===== src/rtl/fsvwt_pkg.sv =====
package fsvwt_pkg;

  localparam int unsigned FifoBlocks = 44;
  localparam int unsigned BlockBytes = 1024;

  localparam int unsigned TickW   = 20;
  localparam int unsigned FieldW  = 8;
  localparam int unsigned TimeW   = 17;
  localparam int unsigned BlockW  = 6;
  localparam int unsigned AddrW   = 16;
  localparam int unsigned PaddrW  = 5;
  localparam int unsigned PdataW  = 32;

  localparam logic [TimeW-1:0] SecondsPerDay = TimeW'(86400);

  localparam logic [TickW-1:0]  VbiTicksReset     = TickW'(16650);
  localparam logic [TickW-1:0]  AccessTicksReset  = TickW'(544064);
  localparam logic [TickW-1:0]  PrepareTicksReset = TickW'(32064);
  localparam logic [FieldW-1:0] FieldsReset       = FieldW'(50);
  localparam logic [TimeW-1:0]  StartTimeReset    = TimeW'(36000);

  typedef enum logic [1:0] {
    MODE_TICK   = 2'd0,
    MODE_FIELD  = 2'd1,
    MODE_ACK    = 2'd2,
    MODE_UNUSED = 2'd3
  } mode_e;

  typedef enum logic [1:0] {
    HOLD_NONE     = 2'd0,
    HOLD_ADVANCED = 2'd1,
    HOLD_PARITY   = 2'd2,
    HOLD_EMPTY    = 2'd3
  } hold_e;

  typedef enum logic [2:0] {
    REG_VBI_TICKS     = 3'd0,
    REG_ACCESS_TICKS  = 3'd1,
    REG_PREPARE_TICKS = 3'd2,
    REG_FIELDS        = 3'd3,
    REG_START_TIME    = 3'd4
  } reg_e;

  typedef struct packed {
    logic [1:0]        mode;
    logic              field_level;
    logic [BlockW-1:0] write_block;
  } in_item_t;

  typedef struct packed {
    logic              vbi_done;
    logic              overrun;
    logic              window_busy;
    logic [BlockW-1:0] read_block;
    logic [AddrW-1:0]  read_address;
    logic              address_load;
    logic              mux_to_encoder;
    logic [TimeW-1:0]  time_of_day;
    logic              second_pulse;
    logic [1:0]        hold_reason;
  } out_item_t;

endpackage


===== src/rtl/field_synced_vbi_window_timer.sv =====
// Field-synchronized VBI window timer.
//
// Input channel: one transfer per event (base clock tick, field edge, or a
// software acknowledge of vbi_done), carrying the field pin level and the
// producer's write block. Output channel: exactly one result transfer per
// input transfer, in order, holding the flags, read block, latched read
// address, encoder select, time of day and the per-event strobes.
//
// All state updates for an event happen at the edge that accepts its input transfer, and the
// result is registered at that same edge. One transfer is accepted every cycle
// unless in_stall_o is raised (one 20-bit increment and compare per timer).
//
// The output side has a result register and a skid register. A stalled
// result holds on the port while one more transfer is still taken into the
// skid register; only when both are full is in_stall_o raised.
//
// Reset clears all timers and flags, loads the time of day with the start
// time (36000 s) and restores the register defaults. Configuration is written
// through the APB port at byte address 4*index; writing the start time also
// reloads the time of day.
module field_synced_vbi_window_timer (
  input  logic                                clk_i,
  input  logic                                rst_ni,
  input  logic                                in_valid_i,
  output logic                                in_stall_o,
  input  fsvwt_pkg::in_item_t                 in_item_i,
  output logic                                out_valid_o,
  input  logic                                out_stall_i,
  output fsvwt_pkg::out_item_t                out_item_o,
  input  logic                                psel,
  input  logic                                penable,
  input  logic                                pwrite,
  input  logic [fsvwt_pkg::PaddrW-1:0]        paddr,
  input  logic [fsvwt_pkg::PdataW-1:0]        pwdata,
  output logic [fsvwt_pkg::PdataW-1:0]        prdata,
  output logic                                pready
);
  import fsvwt_pkg::*;

  // Configuration registers.
  logic [TickW-1:0]  vbi_ticks_q, access_ticks_q, prepare_ticks_q;
  logic [FieldW-1:0] fields_q;
  logic [TimeW-1:0]  start_time_q;

  // Block state.
  logic [FieldW-1:0] field_cnt_q, field_cnt_d;
  logic [TimeW-1:0]  seconds_q, seconds_d;
  logic              vbi_run_q, vbi_run_d;
  logic [TickW-1:0]  vbi_elapsed_q, vbi_elapsed_d;
  logic              acc_run_q, acc_run_d;
  logic [TickW-1:0]  acc_elapsed_q, acc_elapsed_d;
  logic              acc_prep_q, acc_prep_d;
  logic              busy_q, busy_d;
  logic              done_q, done_d;
  logic              overrun_q, overrun_d;
  logic [BlockW-1:0] tx_block_q, tx_block_d;
  logic              enc_sel_q, enc_sel_d;
  logic [AddrW-1:0]  addr_q, addr_d;

  // Output buffering.
  logic      out_valid_q, skid_valid_q;
  out_item_t out_q, skid_q, result;

  logic              accept, cfg_write;
  reg_e              cfg_reg;
  logic [TickW-1:0]  acc_limit;
  logic [FieldW:0]   field_next, field_limit;
  logic [TimeW-1:0]  seconds_inc;
  logic [BlockW-1:0] next_block;
  logic              load, pulse;
  hold_e             hold;

  assign accept     = in_valid_i && !skid_valid_q;
  assign in_stall_o = skid_valid_q;

  assign pready    = 1'b1;
  assign cfg_write = psel && penable && pwrite;
  assign cfg_reg   = reg_e'(paddr[PaddrW-1:2]);

  always_comb begin
    case (cfg_reg)
      REG_VBI_TICKS:     prdata = PdataW'(vbi_ticks_q);
      REG_ACCESS_TICKS:  prdata = PdataW'(access_ticks_q);
      REG_PREPARE_TICKS: prdata = PdataW'(prepare_ticks_q);
      REG_FIELDS:        prdata = PdataW'(fields_q);
      REG_START_TIME:    prdata = PdataW'(start_time_q);
      default:           prdata = '0;
    endcase
  end

  // Helper values for the field edge and handover.
  assign field_next  = {1'b0, field_cnt_q} + 1'b1;
  assign field_limit = (fields_q == '0) ? {1'b1, {FieldW{1'b0}}} : {1'b0, fields_q};
  assign seconds_inc = seconds_q + 1'b1;
  assign next_block  = (tx_block_q == BlockW'(FifoBlocks - 1)) ? '0 : tx_block_q + 1'b1;
  assign acc_limit   = acc_prep_q ? prepare_ticks_q : access_ticks_q;

  always_comb begin
    field_cnt_d   = field_cnt_q;
    seconds_d     = seconds_q;
    vbi_run_d     = vbi_run_q;
    vbi_elapsed_d = vbi_elapsed_q;
    acc_run_d     = acc_run_q;
    acc_elapsed_d = acc_elapsed_q;
    acc_prep_d    = acc_prep_q;
    busy_d        = busy_q;
    done_d        = done_q;
    overrun_d     = overrun_q;
    tx_block_d    = tx_block_q;
    enc_sel_d     = enc_sel_q;
    addr_d        = addr_q;
    load          = 1'b0;
    pulse         = 1'b0;
    hold          = HOLD_NONE;

    case (mode_e'(in_item_i.mode))
      MODE_TICK: begin
        // The VBI timer is handled first; its end clears busy before the
        // access timer looks at it.
        if (vbi_run_q) begin
          vbi_elapsed_d = vbi_elapsed_q + 1'b1;
          if (vbi_elapsed_d >= vbi_ticks_q) begin
            vbi_run_d = 1'b0;
            overrun_d = done_q;
            done_d    = 1'b1;
            busy_d    = 1'b0;
          end
        end
        if (acc_run_q) begin
          acc_elapsed_d = acc_elapsed_q + 1'b1;
          if (acc_elapsed_d >= acc_limit) begin
            if (busy_d) begin
              acc_run_d = 1'b0;
              addr_d    = AddrW'(32'(tx_block_q) * BlockBytes);
              load      = 1'b1;
              enc_sel_d = 1'b1;
              if (next_block[0] == in_item_i.field_level) begin
                hold = HOLD_PARITY;
              end else if (next_block == in_item_i.write_block) begin
                hold = HOLD_EMPTY;
              end else begin
                tx_block_d = next_block;
                hold       = HOLD_ADVANCED;
              end
            end else begin
              acc_elapsed_d = '0;
              acc_prep_d    = 1'b1;
              busy_d        = 1'b1;
            end
          end
        end
      end
      MODE_FIELD: begin
        if (field_next >= field_limit) begin
          field_cnt_d = '0;
          seconds_d   = (seconds_inc >= SecondsPerDay) ? '0 : seconds_inc;
          pulse       = 1'b1;
        end else begin
          field_cnt_d = field_next[FieldW-1:0];
        end
        vbi_run_d     = 1'b1;
        vbi_elapsed_d = '0;
        acc_run_d     = 1'b1;
        acc_elapsed_d = '0;
        acc_prep_d    = 1'b0;
      end
      MODE_ACK: begin
        done_d = 1'b0;
      end
      default: begin
      end
    endcase

    result.vbi_done       = done_d;
    result.overrun        = overrun_d;
    result.window_busy    = busy_d;
    result.read_block     = tx_block_d;
    result.read_address   = addr_d;
    result.address_load   = load;
    result.mux_to_encoder = enc_sel_d;
    result.time_of_day    = seconds_d;
    result.second_pulse   = pulse;
    result.hold_reason    = hold;
  end

  always_ff @(posedge clk_i or negedge rst_ni) begin
    if (!rst_ni) begin
      vbi_ticks_q     <= VbiTicksReset;
      access_ticks_q  <= AccessTicksReset;
      prepare_ticks_q <= PrepareTicksReset;
      fields_q        <= FieldsReset;
      start_time_q    <= StartTimeReset;
      field_cnt_q     <= '0;
      seconds_q       <= StartTimeReset;
      vbi_run_q       <= 1'b0;
      vbi_elapsed_q   <= '0;
      acc_run_q       <= 1'b0;
      acc_elapsed_q   <= '0;
      acc_prep_q      <= 1'b0;
      busy_q          <= 1'b0;
      done_q          <= 1'b0;
      overrun_q       <= 1'b0;
      tx_block_q      <= '0;
      enc_sel_q       <= 1'b0;
      addr_q          <= '0;
    end else begin
      if (accept) begin
        field_cnt_q   <= field_cnt_d;
        seconds_q     <= seconds_d;
        vbi_run_q     <= vbi_run_d;
        vbi_elapsed_q <= vbi_elapsed_d;
        acc_run_q     <= acc_run_d;
        acc_elapsed_q <= acc_elapsed_d;
        acc_prep_q    <= acc_prep_d;
        busy_q        <= busy_d;
        done_q        <= done_d;
        overrun_q     <= overrun_d;
        tx_block_q    <= tx_block_d;
        enc_sel_q     <= enc_sel_d;
        addr_q        <= addr_d;
      end
      if (cfg_write) begin
        case (cfg_reg)
          REG_VBI_TICKS:     vbi_ticks_q     <= pwdata[TickW-1:0];
          REG_ACCESS_TICKS:  access_ticks_q  <= pwdata[TickW-1:0];
          REG_PREPARE_TICKS: prepare_ticks_q <= pwdata[TickW-1:0];
          REG_FIELDS:        fields_q        <= pwdata[FieldW-1:0];
          REG_START_TIME: begin
            start_time_q <= pwdata[TimeW-1:0];
            seconds_q    <= pwdata[TimeW-1:0];
          end
          default: begin
          end
        endcase
      end
    end
  end

  // Output control: result register plus one skid entry.
  always_ff @(posedge clk_i or negedge rst_ni) begin
    if (!rst_ni) begin
      out_valid_q  <= 1'b0;
      skid_valid_q <= 1'b0;
    end else if (out_valid_q && out_stall_i) begin
      if (accept) begin
        skid_valid_q <= 1'b1;
      end
    end else if (skid_valid_q) begin
      out_valid_q  <= 1'b1;
      skid_valid_q <= 1'b0;
    end else begin
      out_valid_q <= accept;
    end
  end

  always_ff @(posedge clk_i) begin
    if (out_valid_q && out_stall_i) begin
      if (accept) begin
        skid_q <= result;
      end
    end else if (skid_valid_q) begin
      out_q <= skid_q;
    end else if (accept) begin
      out_q <= result;
    end
  end

  assign out_valid_o = out_valid_q;
  assign out_item_o  = out_q;

endmodule

===== config.mk =====
export PLATFORM = sky130hd
export DESIGN_NAME = field_synced_vbi_window_timer
export DESIGN_NICKNAME = d
export VERILOG_FILES = /design/src/rtl/fsvwt_pkg.sv /design/src/rtl/field_synced_vbi_window_timer.sv
export SDC_FILE = /design/constraint.sdc
export NUM_CORES = 1
export LEC_CHECK = 0
export BUFFER_PORTS_ARGS = -buffer_cell sky130_fd_sc_hd__buf_2
export CORE_ASPECT_RATIO = 0.5
export CORE_MARGIN = 1.5
export CORE_UTILIZATION = 60
export DETAILED_ROUTE_END_ITERATION = 8
export PLACE_DENSITY = 0.88
export SYNTH_ARGS = -nofsm -noshare
export SYNTH_HDL_FRONTEND = slang
export SYNTH_SLANG_ARGS = --single-unit

===== constraint.sdc =====
create_clock -name clk_i -period 5.1 [get_ports clk_i]
set_clock_uncertainty 0.05 [all_clocks]
set_input_delay 1.02 -clock clk_i [delete_from_list [all_inputs] [get_ports clk_i]]
set_output_delay 1.02 -clock clk_i [all_outputs]
set_load 0.03 [all_outputs]

==> flow_metrics.tcl <==
set metrics [dict create \
    status "complete, no violations" \
    grt_max_degree 95 \
    cts_hold_buf 0 \
    yosysMostFrequentCell "nand2_1" \
    fmax_mhz 207 \
    drt_first_pass_iters 5 \
    timing.setup.tns_ns 0 \
    syn_area_per_cell_um2 10.5 \
    min_period_ns 4.83 \
    worst_pin_slew_ns 1.21 \
    clkTransAtPathRegs_ns 0.07 \
    path_buf_inv 3 \
    power_frac_comb_pct 21.3 \
    synth.cell_area_um2 15300 \
    dp_hpwl_um 26600 \
    clkSinkCount 275 \
    yosysWarnings 0 \
    p_switching_uw 1970 \
    nets 1631 \
    peakVddDrop_v 0.000250 \
    clock_path_buffers 3 \
    seq_area_frac_synth_pct 48.4 \
    final-hold-violation-count 0 \
    crit_path_start_kind "flop" \
    critPathKind "flop to flop" \
    seqPwrFrac_pct 46.4 \
    critical_path.cell_chain "ha_1, nand3_1, nor4_1, buf_4, nand3_1, nor2_2, nand3_1, xnor2_1, ha_1, o2111ai_1, or2_1, o31ai_2, o2111ai_2, buf_4, buf_4, and2_1, mux2_2" \
    maxCapViolCount 0 \
    wl_per_cell_um 20.6 \
    area_growth_pct 11.0 \
    ant_nets 0 \
    synth_edf_count 94 \
    r2r-start "acc_elapsed_q[0]" \
    final_util_pct 67.5 \
    p_per_area_nw_per_um2 368 \
    io_pins 135 \
    core-area_um2 25100 \
    layout_setup_ws_ns 0.265 \
    cts_htree_levels 1 \
    ys_ff_latch 275 \
    ys.flop_type "dfrtp_1" \
    via_per_inst 6.35 \
    cts_root_buf "clkbuf_16" \
    clockPowerShare_pct 32.3 \
    dieArea_um2 26500 \
    grt_pass1_wl_um 62300 \
    p_leak_uw 0.00757 \
    hold_start "start_time_q[5]" \
    clk_latency_ns 0.56 \
    drive_gt1_share_pct 22.3 \
    dp_slack_ns 0.172 \
    synth_commonest_cells "nand2_1 (161), dfrtp_1 (151), mux2_2 (103), nor2_1 (100), edfxtp_1 (94)" \
    crit_slowest_cell "o31ai_2" \
    critPathMaxFanout 17 \
    die_h_um 116 \
    globalplace.congestion 0.954 \
    synth.distinct_cells 83 \
    io_buffers 107 \
    maxSlewHeadroom_pct 18.9 \
    rsz0062_at_grt "no" \
    wirelength_um 39000 \
    p_int_uw 4270 \
    required_ns 5.36 \
    synth_top_area_cell "dfrtp_1" \
    crit_path_max_incr_delay_ns 0.49 \
    synthTopCellsByArea "dfrtp_1 (25%), edfxtp_1 (18%), mux2_2 (7.6%)" \
    netlist_instances 1450 \
    cts_buffers 26 \
    grt_pass1_vias 11400 \
    start_util_pct 60.8 \
    synth_top_area_share_pct 24.8 \
    cp_top_family "simple AND/OR/NAND/NOR gates" \
    startpoint "acc_elapsed_q[0]" \
    arrival_ns 5.09 \
    antenna_found_initial 2 \
    power_uw 6230 \
    route.vias.total 12000 \
    drc 0 \
    holdWs_ns 0.415 \
    finalSetupViolCount 0 \
    ys_async_sr_fraction_pct 65.8 \
    period_share_pct 94.8 \
    rows 41 \
    sw_frac_of_total_pct 31.5 \
    maxSlewViolCount 0 \
    cts_tree "done" \
    min_path_type "flop to flop" \
    drt-initial-drc-count 1325 \
    gr-total-overflow 0 \
    worst_setup_path_end_kind "flop" \
    die_w_um 229 \
    track_usage_pct 29.6 \
]
==> tightest hold or removal path: stages (launching register included) <==
cell,delay (ns)
dfstp_2,0.37
nand2_1,0.05
nand2_1,0.05
==> power groups by stage <==
stage / sequential, µW / clock, µW / combinational, µW
5_1_grt: 2920 / 2120 / 1460
2_1_floorplan: 2890 / 0 / 934
3_3_place_gp: 2900 / 0 / 1240
3_5_place_dp: 2920 / 0 / 1300
4_1_cts: 2880 / 2020 / 1310
6_report: 2890 / 2010 / 1330
==> what timing repair did <==
action,4_1_cts,5_1_grt
gates resized for setup,0,4
setup buffers,0,0
endpoints found under the setup margin,0,35
==> cell type report <==
class	count	area [µm²]
flip-flops and latches	275	7390
repair buffers	135	764
diodes	2	5.00
inverters	46	173
fillers	1844	8150
clock inverters	11	129
well taps	344	430
clock buffers	37	742
multi-input cells	1039	7300
==> layout by cell type (no fill, tap or decap), drive strengths merged, types with 54 or more instances in the layout <==
cell type / instances
nand2: 161
dfrtp: 151
buf: 135
mux2: 111
nor2: 101
edfxtp: 94
o21ai: 68
ha: 55
mux2i: 54
==> through the flow <==
step	area, µm²	instances
after global placement	16000	1839
after floorplan	15300	1461
after global routing	16900	1888
after CTS	16900	1887
after detailed placement	16000	1839
final	16900	1889
==> per-layer routing <==
metal  vias to the layer above  wire length (µm)  global-route usage [%]
li1                       5419                 -                       -
met1                      5902             16800                    40.9
met2                       572             18000                    48.2
met3                       106              3030                    5.24
met4                         0              1170                    9.71
met5                         -                 0                       0
==> flip-flops by register name (all words and copies together), names as in the netlist, 16 cells and up <==
name	count
acc_elapsed_q	20
skid_q	47
prepare_ticks_q	20
start_time_q	17
out_item_o	47
access_ticks_q	20
vbi_elapsed_q	20
addr_q	16
seconds_q	17
vbi_ticks_q	20
==> final timing paths <==
path | endpoint | slack, ns | depth (start not counted)
setup / recovery | out_item_o[22] | 0.27 | 17
hold / removal | start_time_q[5] | 0.41 | 2
setup reg to reg | out_item_o[22] | 0.27 | 17
hold reg to reg | start_time_q[5] | 0.41 | 2
max in group asynchronous | access_ticks_q[19] | 3.40 | 2
min in group asynchronous | enc_sel_q | 0.45 | 1
==> logic make-up after synthesis <==
| group | synth area share, % |
|---|---|
| adders and majority gates | 4.51 |
| xor gates and xnor gates | 3.10 |
| other | 0.0492 |
| muxes | 11.8 |
| AOI/OAI and AO/OA | 12.6 |
| DFF | 48.4 |
| buffers and inverters | 4.35 |
| and+or+nand+nor | 15.1 |
(Power assumes the default switching activity.)
